<file path="src/rtl/jsesc_pkg.sv">
// Shared types, character codes and helpers for the JSON string escaper.
package jsesc_pkg;

	// Queue depth used unless the top level overrides it.
	localparam int QUEUE_DEPTH_DEF = 4;

	// Most bytes a single item can cause, and the width of a byte position.
	localparam int MAX_RESULTS = 14;
	localparam int POS_W       = 4;

	// Field widths on the streams.
	localparam int CP_W     = 21;
	localparam int CHAR_W   = 7;
	localparam int S_DATA_W = 24;
	localparam int S_USER_W = 2;
	localparam int M_DATA_W = 8;

	// ASCII codes used by the encoder.
	localparam logic [CHAR_W-1:0] CH_QUOTE  = 7'h22;
	localparam logic [CHAR_W-1:0] CH_SLASH  = 7'h2F;
	localparam logic [CHAR_W-1:0] CH_BSLASH = 7'h5C;
	localparam logic [CHAR_W-1:0] CH_LOW_B  = 7'h62;
	localparam logic [CHAR_W-1:0] CH_LOW_F  = 7'h66;
	localparam logic [CHAR_W-1:0] CH_LOW_N  = 7'h6E;
	localparam logic [CHAR_W-1:0] CH_LOW_R  = 7'h72;
	localparam logic [CHAR_W-1:0] CH_LOW_T  = 7'h74;
	localparam logic [CHAR_W-1:0] CH_LOW_U  = 7'h75;

	// Control characters that have a two-character escape.
	localparam logic [CP_W-1:0] CP_BS  = 21'h00008;
	localparam logic [CP_W-1:0] CP_TAB = 21'h00009;
	localparam logic [CP_W-1:0] CP_LF  = 21'h0000A;
	localparam logic [CP_W-1:0] CP_FF  = 21'h0000C;
	localparam logic [CP_W-1:0] CP_CR  = 21'h0000D;

	// Printable range and supplementary plane base.
	localparam logic [CP_W-1:0] CP_PRINT_LO = 21'h00020;
	localparam logic [CP_W-1:0] CP_PRINT_HI = 21'h0007E;
	localparam logic [CP_W-1:0] CP_SUPP     = 21'h10000;

	// Upper six bits of the high and low surrogates.
	localparam logic [5:0] SURR_HI_TAG = 6'b110110;
	localparam logic [5:0] SURR_LO_TAG = 6'b110111;

	// Body lengths in bytes for each kind of character.
	localparam logic [POS_W-1:0] LEN_NONE  = 4'd0;
	localparam logic [POS_W-1:0] LEN_PLAIN = 4'd1;
	localparam logic [POS_W-1:0] LEN_SHORT = 4'd2;
	localparam logic [POS_W-1:0] LEN_U16   = 4'd6;
	localparam logic [POS_W-1:0] LEN_PAIR  = 4'd12;

	// Byte positions inside one \uXXXX escape.
	localparam logic [POS_W-1:0] U_POS_BSLASH = 4'd0;
	localparam logic [POS_W-1:0] U_POS_U      = 4'd1;
	localparam logic [POS_W-1:0] U_POS_D3     = 4'd2;
	localparam logic [POS_W-1:0] U_POS_D2     = 4'd3;
	localparam logic [POS_W-1:0] U_POS_D1     = 4'd4;
	localparam logic [POS_W-1:0] U_POS_D0     = 4'd5;

	// How the body of an item is encoded.
	typedef enum logic [2:0] {
		BODY_NONE,
		BODY_PLAIN,
		BODY_SHORT,
		BODY_U16,
		BODY_PAIR
	} body_kind_t;

	// One classified item as it waits in the queue.
	typedef struct packed {
		body_kind_t         kind;
		logic [CHAR_W-1:0]  chr;
		logic [15:0]        hi16;
		logic [15:0]        lo16;
		logic               starts;
		logic [POS_W-1:0]   blen;
		logic [POS_W-1:0]   total;
	} desc_t;

	// Lowercase hex digit for one nibble.
	function automatic logic [CHAR_W-1:0] hex_char(input logic [3:0] nib);
		logic [CHAR_W-1:0] n7;
		n7 = {3'b000, nib};
		if (nib < 4'd10) begin
			hex_char = 7'h30 + n7;
		end else begin
			hex_char = 7'h57 + n7;
		end
	endfunction

endpackage

</file>
<file path="src/rtl/jsesc_front.sv">
// Front part: holds the configuration register and classifies each input item.
module jsesc_front (
	input  logic                           clk,
	input  logic                           arst_n,
	input  logic                           cfg_wr_en,
	input  logic                           cfg_wr_data,
	input  logic                           s_axis_tvalid,
	output logic                           s_axis_tready,
	input  logic [jsesc_pkg::S_DATA_W-1:0] s_axis_tdata,
	input  logic [jsesc_pkg::S_USER_W-1:0] s_axis_tuser,
	input  logic                           s_axis_tlast,
	output logic                           push,
	output jsesc_pkg::desc_t               push_desc,
	input  logic                           push_ready
);
	import jsesc_pkg::*;

	logic             split_q;
	logic [CP_W-1:0]  cp;
	logic [CP_W-1:0]  offset;
	logic             starts;
	logic             ends;
	logic             empty;
	logic             printable;
	desc_t            d;

	// Surrogate-pair register; the user must write it only while the block is idle (not enforced here).
	always_ff @(posedge clk or negedge arst_n) begin
		if (!arst_n) begin
			split_q <= 1'b1;
		end else if (cfg_wr_en) begin
			split_q <= cfg_wr_data;
		end
	end

	assign cp     = s_axis_tdata[CP_W-1:0];
	assign starts = s_axis_tuser[0];
	assign empty  = s_axis_tuser[1];
	assign ends   = s_axis_tlast;
	assign offset = cp - CP_SUPP;

	assign printable = (cp >= CP_PRINT_LO) && (cp <= CP_PRINT_HI);

	// Sort the code point into plain, short escape, single or paired \u escape, or no body if empty.
	always_comb begin
		d        = '0;
		d.kind   = BODY_NONE;
		d.chr    = cp[CHAR_W-1:0];
		d.hi16   = cp[15:0];
		d.lo16   = {SURR_LO_TAG, offset[9:0]};
		d.starts = starts;
		d.blen   = LEN_NONE;
		if (empty) begin
			d.starts = 1'b1;
		end else begin
			case (cp) inside
				CP_BS, CP_TAB, CP_LF, CP_FF, CP_CR: begin
					d.kind = BODY_SHORT;
					d.blen = LEN_SHORT;
					case (cp)
						CP_BS:   d.chr = CH_LOW_B;
						CP_TAB:  d.chr = CH_LOW_T;
						CP_LF:   d.chr = CH_LOW_N;
						CP_FF:   d.chr = CH_LOW_F;
						default: d.chr = CH_LOW_R;
					endcase
				end
				{14'd0, CH_QUOTE}, {14'd0, CH_SLASH}, {14'd0, CH_BSLASH}: begin
					d.kind = BODY_SHORT;
					d.blen = LEN_SHORT;
				end
				default: begin
					if (printable) begin
						d.kind = BODY_PLAIN;
						d.blen = LEN_PLAIN;
					end else if ((cp >= CP_SUPP) && split_q) begin
						d.kind = BODY_PAIR;
						d.blen = LEN_PAIR;
						d.hi16 = {SURR_HI_TAG, offset[19:10]};
					end else begin
						d.kind = BODY_U16;
						d.blen = LEN_U16;
					end
				end
			endcase
		end
		d.total = {{(POS_W-1){1'b0}}, d.starts} + d.blen
			+ {{(POS_W-1){1'b0}}, (ends | empty)};
	end

	assign push_desc     = d;
	assign push          = s_axis_tvalid && push_ready;
	assign s_axis_tready = push_ready;

endmodule

</file>
<file path="src/rtl/jsesc_queue.sv">
// Short shifting queue of classified items between the front and back parts.
module jsesc_queue #(
	parameter int DEPTH = jsesc_pkg::QUEUE_DEPTH_DEF
) (
	input  logic             clk,
	input  logic             arst_n,
	input  logic             push,
	input  jsesc_pkg::desc_t push_desc,
	output logic             push_ready,
	output logic             head_valid,
	output jsesc_pkg::desc_t head_desc,
	input  logic             pop
);
	import jsesc_pkg::*;

	localparam int IDX_W = $clog2(DEPTH);
	localparam int CNT_W = $clog2(DEPTH + 1);
	localparam logic [CNT_W-1:0] CNT_FULL = CNT_W'(DEPTH);
	localparam logic [CNT_W-1:0] CNT_ONE  = CNT_W'(1);

	desc_t            entry_q [DEPTH];
	logic [CNT_W-1:0] count_q;
	logic [CNT_W-1:0] wsel;

	// The head always sits in entry zero; a pop shifts everything down.
	assign wsel = pop ? (count_q - CNT_ONE) : count_q;

	always_ff @(posedge clk) begin
		if (pop) begin
			for (int i = 0; i < DEPTH - 1; i++) begin
				entry_q[i] <= entry_q[i+1];
			end
		end
		if (push) begin
			entry_q[wsel[IDX_W-1:0]] <= push_desc;
		end
	end

	// Fill level.
	always_ff @(posedge clk or negedge arst_n) begin
		if (!arst_n) begin
			count_q <= '0;
		end else if (push && !pop) begin
			count_q <= count_q + CNT_ONE;
		end else if (pop && !push) begin
			count_q <= count_q - CNT_ONE;
		end
	end

	assign push_ready = (count_q != CNT_FULL);
	assign head_valid = (count_q != '0);
	assign head_desc  = entry_q[0];

	a_count_bound: assert property (@(posedge clk) disable iff (!arst_n)
		count_q <= CNT_FULL) else $error("queue fill level beyond depth");
	a_no_overflow: assert property (@(posedge clk) disable iff (!arst_n)
		push |-> (count_q != CNT_FULL)) else $error("push into a full queue");
	a_no_underflow: assert property (@(posedge clk) disable iff (!arst_n)
		pop |-> (count_q != '0)) else $error("pop from an empty queue");
	a_count_track: assert property (@(posedge clk) disable iff (!arst_n)
		(push && !pop) |=> (count_q == $past(count_q) + CNT_ONE))
		else $error("fill level missed a transfer");

endmodule

</file>
<file path="src/rtl/jsesc_back.sv">
// Back part: walks the head item byte by byte into the output register.
module jsesc_back (
	input  logic                           clk,
	input  logic                           arst_n,
	input  logic                           head_valid,
	input  jsesc_pkg::desc_t               head_desc,
	output logic                           pop,
	output logic                           m_axis_tvalid,
	input  logic                           m_axis_tready,
	output logic [jsesc_pkg::M_DATA_W-1:0] m_axis_tdata,
	output logic                           m_axis_tlast
);
	import jsesc_pkg::*;

	logic [POS_W-1:0]  pos_q;
	logic [POS_W-1:0]  bidx;
	logic [POS_W-1:0]  sub;
	logic [15:0]       word;
	logic [CHAR_W-1:0] body_byte;
	logic [CHAR_W-1:0] cur_byte;
	logic              cur_last;
	logic              load;
	logic              take;
	logic              valid_q;
	logic [CHAR_W-1:0] byte_q;
	logic              last_q;

	// Position inside the body, and inside the current \u escape of a pair.
	assign bidx = pos_q - {{(POS_W-1){1'b0}}, head_desc.starts};
	assign sub  = (bidx >= LEN_U16) ? (bidx - LEN_U16) : bidx;
	assign word = (bidx >= LEN_U16) ? head_desc.lo16 : head_desc.hi16;

	// Body byte for the current position.
	always_comb begin
		case (head_desc.kind)
			BODY_PLAIN: body_byte = head_desc.chr;
			BODY_SHORT: body_byte = (bidx == '0) ? CH_BSLASH : head_desc.chr;
			BODY_U16, BODY_PAIR: begin
				case (sub)
					U_POS_BSLASH: body_byte = CH_BSLASH;
					U_POS_U:      body_byte = CH_LOW_U;
					U_POS_D3:     body_byte = hex_char(word[15:12]);
					U_POS_D2:     body_byte = hex_char(word[11:8]);
					U_POS_D1:     body_byte = hex_char(word[7:4]);
					default:      body_byte = hex_char(word[3:0]);
				endcase
			end
			default: body_byte = CH_QUOTE;
		endcase
	end

	// Opening quote, body, then closing quote.
	always_comb begin
		if (head_desc.starts && (pos_q == '0)) begin
			cur_byte = CH_QUOTE;
		end else if (bidx < head_desc.blen) begin
			cur_byte = body_byte;
		end else begin
			cur_byte = CH_QUOTE;
		end
	end

	assign cur_last = (pos_q == head_desc.total - {{(POS_W-1){1'b0}}, 1'b1});
	assign load     = !valid_q || m_axis_tready;
	assign take     = load && head_valid;
	assign pop      = take && cur_last;

	// Output register and byte position.
	always_ff @(posedge clk or negedge arst_n) begin
		if (!arst_n) begin
			valid_q <= 1'b0;
			pos_q   <= '0;
		end else begin
			if (load) begin
				valid_q <= head_valid;
			end
			if (take) begin
				pos_q <= cur_last ? '0 : (pos_q + {{(POS_W-1){1'b0}}, 1'b1});
			end
		end
	end

	always_ff @(posedge clk) begin
		if (take) begin
			byte_q <= cur_byte;
			last_q <= cur_last;
		end
	end

	assign m_axis_tvalid = valid_q;
	assign m_axis_tdata  = {{(M_DATA_W-CHAR_W){1'b0}}, byte_q};
	assign m_axis_tlast  = last_q;

	a_pos_bound: assert property (@(posedge clk) disable iff (!arst_n)
		pos_q < POS_W'(MAX_RESULTS)) else $error("byte position beyond item");
	a_head_kept: assert property (@(posedge clk) disable iff (!arst_n)
		(pos_q != '0) |-> head_valid) else $error("item left queue part-way");
	a_pos_hold: assert property (@(posedge clk) disable iff (!arst_n)
		((pos_q != '0) && !take) |=> $stable(pos_q))
		else $error("byte position moved without a transfer");

endmodule

</file>
<file path="src/rtl/json_string_ascii_escaper_unit.sv">
// The first byte of an item passes through the item queue and then the output register.
// One output byte per cycle while items wait and m_axis_tready is high, through the single
// byte-wide output register fed from the head of the item queue; an item gives 1 to 14 bytes.
// The input side takes one item per cycle while the item queue has room.
// Reset (arst_n low) empties the queue and output register and sets split_supplementary to 1.
module json_string_ascii_escaper_unit #(
	parameter int QUEUE_DEPTH = jsesc_pkg::QUEUE_DEPTH_DEF
) (
	input  logic                           clk,
	input  logic                           arst_n,
	input  logic                           cfg_wr_en,
	input  logic                           cfg_wr_data,   // split_supplementary
	input  logic                           s_axis_tvalid,
	output logic                           s_axis_tready,
	input  logic [jsesc_pkg::S_DATA_W-1:0] s_axis_tdata,  // code_point[20:0], zero pad
	input  logic [jsesc_pkg::S_USER_W-1:0] s_axis_tuser,  // starts_string, empty_string
	input  logic                           s_axis_tlast,  // ends_string
	output logic                           m_axis_tvalid,
	input  logic                           m_axis_tready,
	output logic [jsesc_pkg::M_DATA_W-1:0] m_axis_tdata,  // out_byte[6:0], zero pad
	output logic                           m_axis_tlast   // last_of_run
);
	import jsesc_pkg::*;

	logic  push;
	logic  push_ready;
	desc_t push_desc;
	logic  head_valid;
	desc_t head_desc;
	logic  pop;

	// Classification of incoming items.
	jsesc_front u_front (
		.clk           (clk),
		.arst_n        (arst_n),
		.cfg_wr_en     (cfg_wr_en),
		.cfg_wr_data   (cfg_wr_data),
		.s_axis_tvalid (s_axis_tvalid),
		.s_axis_tready (s_axis_tready),
		.s_axis_tdata  (s_axis_tdata),
		.s_axis_tuser  (s_axis_tuser),
		.s_axis_tlast  (s_axis_tlast),
		.push          (push),
		.push_desc     (push_desc),
		.push_ready    (push_ready)
	);

	// Item queue between the two parts.
	jsesc_queue #(
		.DEPTH (QUEUE_DEPTH)
	) u_queue (
		.clk        (clk),
		.arst_n     (arst_n),
		.push       (push),
		.push_desc  (push_desc),
		.push_ready (push_ready),
		.head_valid (head_valid),
		.head_desc  (head_desc),
		.pop        (pop)
	);

	// Byte sequencer and output register.
	jsesc_back u_back (
		.clk           (clk),
		.arst_n        (arst_n),
		.head_valid    (head_valid),
		.head_desc     (head_desc),
		.pop           (pop),
		.m_axis_tvalid (m_axis_tvalid),
		.m_axis_tready (m_axis_tready),
		.m_axis_tdata  (m_axis_tdata),
		.m_axis_tlast  (m_axis_tlast)
	);

endmodule
</file>
<file path="config.mk">
export PLATFORM = sky130hd
export DESIGN_NAME = json_string_ascii_escaper_unit
export DESIGN_NICKNAME = d
export VERILOG_FILES = /design/src/rtl/jsesc_pkg.sv /design/src/rtl/jsesc_front.sv /design/src/rtl/jsesc_queue.sv /design/src/rtl/jsesc_back.sv /design/src/rtl/json_string_ascii_escaper_unit.sv
export SDC_FILE = /design/constraint.sdc
export NUM_CORES = 1
export LEC_CHECK = 0
export BUFFER_PORTS_ARGS = -buffer_cell sky130_fd_sc_hd__buf_2
export CORE_UTILIZATION = 45
export DETAILED_ROUTE_END_ITERATION = 6
export PLACE_DENSITY = 0.66
export SYNTH_ARGS = -nofsm -noshare
export SYNTH_HDL_FRONTEND = slang
export SYNTH_HIERARCHICAL = 1
export SYNTH_SLANG_ARGS = --single-unit
export TNS_END_PERCENT = 5
</file>
<file path="constraint.sdc">
create_clock -name clk -period 4.8 [get_ports clk]
set_input_delay 0.96 -clock clk [delete_from_list [all_inputs] [get_ports clk]]
set_output_delay 0.96 -clock clk [all_outputs]
set_load 0.01 [all_outputs]
</file>
==> results.md <==
- Count of buffers added by post-CTS timing repair for setup: 0
- Final Cell Area: 12,700 um2
- CP Launch Type: flop
- Post-layout power: 8.80 mW
- Ys flop type: sky130_fd_sc_hd__edfxtp_1
- Synth Register Bits: 221
- CP top delay family: compound AO/OA/AOI/OAI gates
- Clock tree from TritonCTS: done
- Placer Congestion: 0.903
- Post-DP Area: 11,900 um2
- Number of nets with antenna violations after detailed routing: 0
- Number of cells on the worst reg-to-reg path: 13
- Insertion delay to the later sink of the worst-skew pair: 510 ps
- Via count of the first global-routing pass: 6,429
- Number of different library cells in the post-synthesis netlist: 78
- Number of antenna violations at the first check in global routing: 0
- EDFF count, synth: approximately 210
- Net switching component of the power: 3.02 mW
- Cell accounting for the most synthesized area: sky130_fd_sc_hd__edfxtp_1
- Horizontal extent of the die: ~160 um
- Static leakage power: 4.52 nW
- Most instantiated library cell after synthesis: sky130_fd_sc_hd__edfxtp_1
- Remaining global-route overflow: 0
- Fraction of final layout cells sized beyond drive strength 1: ~24%
- Die Ht: 162 um
- Worst setup skew after layout: 7.19 ps
- Endpoint type of the worst setup path: flop
- Relative slew slack: 34.8%
- Post-Synthesis Cell Area: 11,500 um2
- Number of vias per cell: 5.53
- Data arrival time at the worst-slack endpoint: 4190 ps
- Flop pwr share: 39.3%
- Number of violations reported at the end of detailed-routing iteration 0: 446
- Total number of vias: 6,523
- Initial core utilization: 45.8%
- N_diodes: 0
- Achievable clock frequency: 0.256 GHz
- Num Clock Sinks: 221
- Share of Yosys cell area claimed by the top area cell type: 55.4%
- Final setup violating endpoints: 0
- Buffer levels on the longest clock path: 3
- Total routed wirelength: 22,000 um
- Required time of the critical path: about 5000 ps
- Area growth syn-to-layout: 10.3%
- Share of power burned in combinational logic: around 40%
- Relative contribution of the clock network to total power: 20.9%
- Worst reg2reg startpoint: u_back/pos_q[0]
- Largest fanout on the critical path: 17
- Power per cell area: between 600 and 700 nW/um2
- Clock root buffer: sky130_fd_sc_hd__clkbuf_16
- Count of placed standard cells in the final layout, fillers left out: 1,179
- Tightest Hold Check Type: input pin to asynchronous set/reset pin
- IO Count: 44
- FILL cells: 2,190
- Reg area: 6590 um2
- Sequential share of the synthesized area: between 50% and 60%
- Cell chain of the critical path: inv_1, ha_1, ha_1, nor2_1, a211o_1, nor2_1, mux2i_1, ha_1, and2_1, o22ai_1, o211ai_1, a31oi_1, o32ai_1
- Largest stage delay, worst path: around 520 ps
- Main area contributors after synthesis: sky130_fd_sc_hd__edfxtp_1 55%, sky130_fd_sc_hd__mux2_4 6.7%, sky130_fd_sc_hd__mux2_1 6.2%, sky130_fd_sc_hd__mux2_2 4.9%, sky130_fd_sc_hd__buf_4 1.9%
- Switching power as a share of total power: 34.3%
- Cell with the largest stage delay on the worst path: sky130_fd_sc_hd__a211o_1
- Hold Buf Count CTS: 0
- Routed wire per std cell: 18.6 um
- Total of warnings raised by yosys: 6
- Max rail drop VDD: 341 uV
- Capture instance of the worst register-to-register path: u_back/byte_q[2]
- DRC: 0
- Max-slew violation count: 0
- Clock transition at the registers of the reported paths: 60 ps
- Total die area: 26,200 um2
- Commonest cells in the synthesized netlist: 212 x sky130_fd_sc_hd__edfxtp_1, 63 x sky130_fd_sc_hd__mux2_1, 51 x sky130_fd_sc_hd__mux2_4, 50 x sky130_fd_sc_hd__mux2_2, 31 x sky130_fd_sc_hd__o21ai_0
- Number of instances in the synthesized netlist: about 810
- Dpl cells: 1,137
- CTS-repair resized insts: 0
- Core Region: 25,100 um2
- Post-route fraction of the period consumed by the critical path: 81.4%
- Unrepaired setup endpoints after global routing: false
- Int Pwr: approximately 5.8 mW
- Number of nets in the layout: 884
- Final critical-path required period: 3910 ps
- H-tree depth: 1
- Status: finished clean
- Crit-path most repeated cell: sky130_fd_sc_hd__ha_1
- Wire length of the first global-routing pass: 35,600 um
- Global routing usage summed across all routing layers: 17.3%
- Worst setup path category: flop to flop
- Syn_area_per_cell: 14.3 um2
- R2R setup slack: 890 ps
- Total area of multi-input combinational cells: 4420 um2
- # Max-Cap Violations: 0
- DR pass1 iterations: 5
- Number of buffer cells added on primary ports: 39
- Count of standard-cell rows: 58
- Number of buffers and inverters on the critical path: 1
- Maximum number of pins on one net before global-route repair: 52
- Worst slack on hold paths: 295 ps
- Transition at the pin with the smallest max-transition slack: about 1000 ps
- DPL Wire Length: around 15,000 um
- Number of clock buffers inserted by TritonCTS: 24
- Final sum of negative setup slack: 0 ps
- Async set-or-reset flop fraction in the synthesized netlist: 4.07%
- Count of endpoints failing hold in the final timing report: 0
metal layers:
layer	up-vias	track usage, %	share of wire, %
li1	3106	-	-
met2	163	28.4	47
met1	3214	23.1	45
met5	-	0	0
met3	40	3.27	5.0
met4	0	5.75	2.8
power groups by stage:
stage	clock network [mW]	logic [mW]	registers (mW)
2_1_floorplan	0	2.74	3.41
3_3_place_gp	0	3.44	3.47
3_5_place_dp	0	3.50	3.50
4_1_cts	1.89	3.52	3.47
5_1_grt	1.97	3.83	3.54
6_report	1.84	3.50	3.46
per-stage QoR:
step | util, % | setup WS, ps
after floorplan | - | 1020
after global placement | 47.3 | 883
after detailed placement | 47.3 | 849
after CTS | 50.5 | 906
after global routing | 50.5 | 488
final | 50.5 | 890
state kept, by name (all words and copies together), names as in the netlist:
register and cells:
u_queue/entry_q 204, u_back/byte_q 7, u_back/pos_q 4, u_queue/count_q 3
u_back/m_axis_tlast 1, u_back/m_axis_tvalid 1, u_front/split_q 1
layout make-up:
cell class	instances	share of cell area, %
tap	330	3.26
timing repair buffer	52	2.80
sequential	221	52.0
multi-input combinational	505	34.8
inverter	29	0.858
clock inverter	11	1.01
clock buffer	31	5.27
placed cells by master (no fill, tap or decap), drive strengths merged, types with 4 or more instances in the layout:
cell type	count
edfxtp	212
mux2	164
buf	52
o21ai	33
clkbuf	31
inv	29
nand2	28
nor2	26
a21oi	18
nand2b	17
ha	17
nor3	16
xor2	13
xnor2	13
nand3	12
or2	11
nor2b	9
nand4	8
dfrtp	8
nor3b	8
conb	7
nor4	7
clkinv	7
or3	6
mux2i	6
and2	6
o211ai	6
a31oi	6
a21o	5
a211oi	5
a21boi	4
cells by family after synthesis:
kind of cell             share of synthesized area (%)
AO/OA/AOI/OAI                                     7.39
XOR/XNOR                                          2.05
adder cells (fa/ha/maj)                           2.02
buffers and inverters                             4.49
flip-flops                                        57.3
multiplexers                                      18.3
other                                           0.0979
AND/OR/NAND/NOR                                   8.32
worst max-delay path by stage:
stage / start / end / slack [ps] / cells past startpoint
after floorplan: m_axis_tready / u_queue/entry_q[1][0] / 1020 / 8
after global placement: s_axis_tdata[18] / u_queue/entry_q[1][2] / 880 / 10
after detailed placement: s_axis_tdata[18] / u_queue/entry_q[1][2] / 850 / 10
after CTS: u_back/pos_q[0] / u_back/byte_q[2] / 910 / 13
after global routing: u_back/pos_q[0] / u_back/byte_q[2] / 490 / 11
final: u_back/pos_q[0] / u_back/byte_q[2] / 890 / 13
Note: power is estimated with default switching activity, not from simulation.
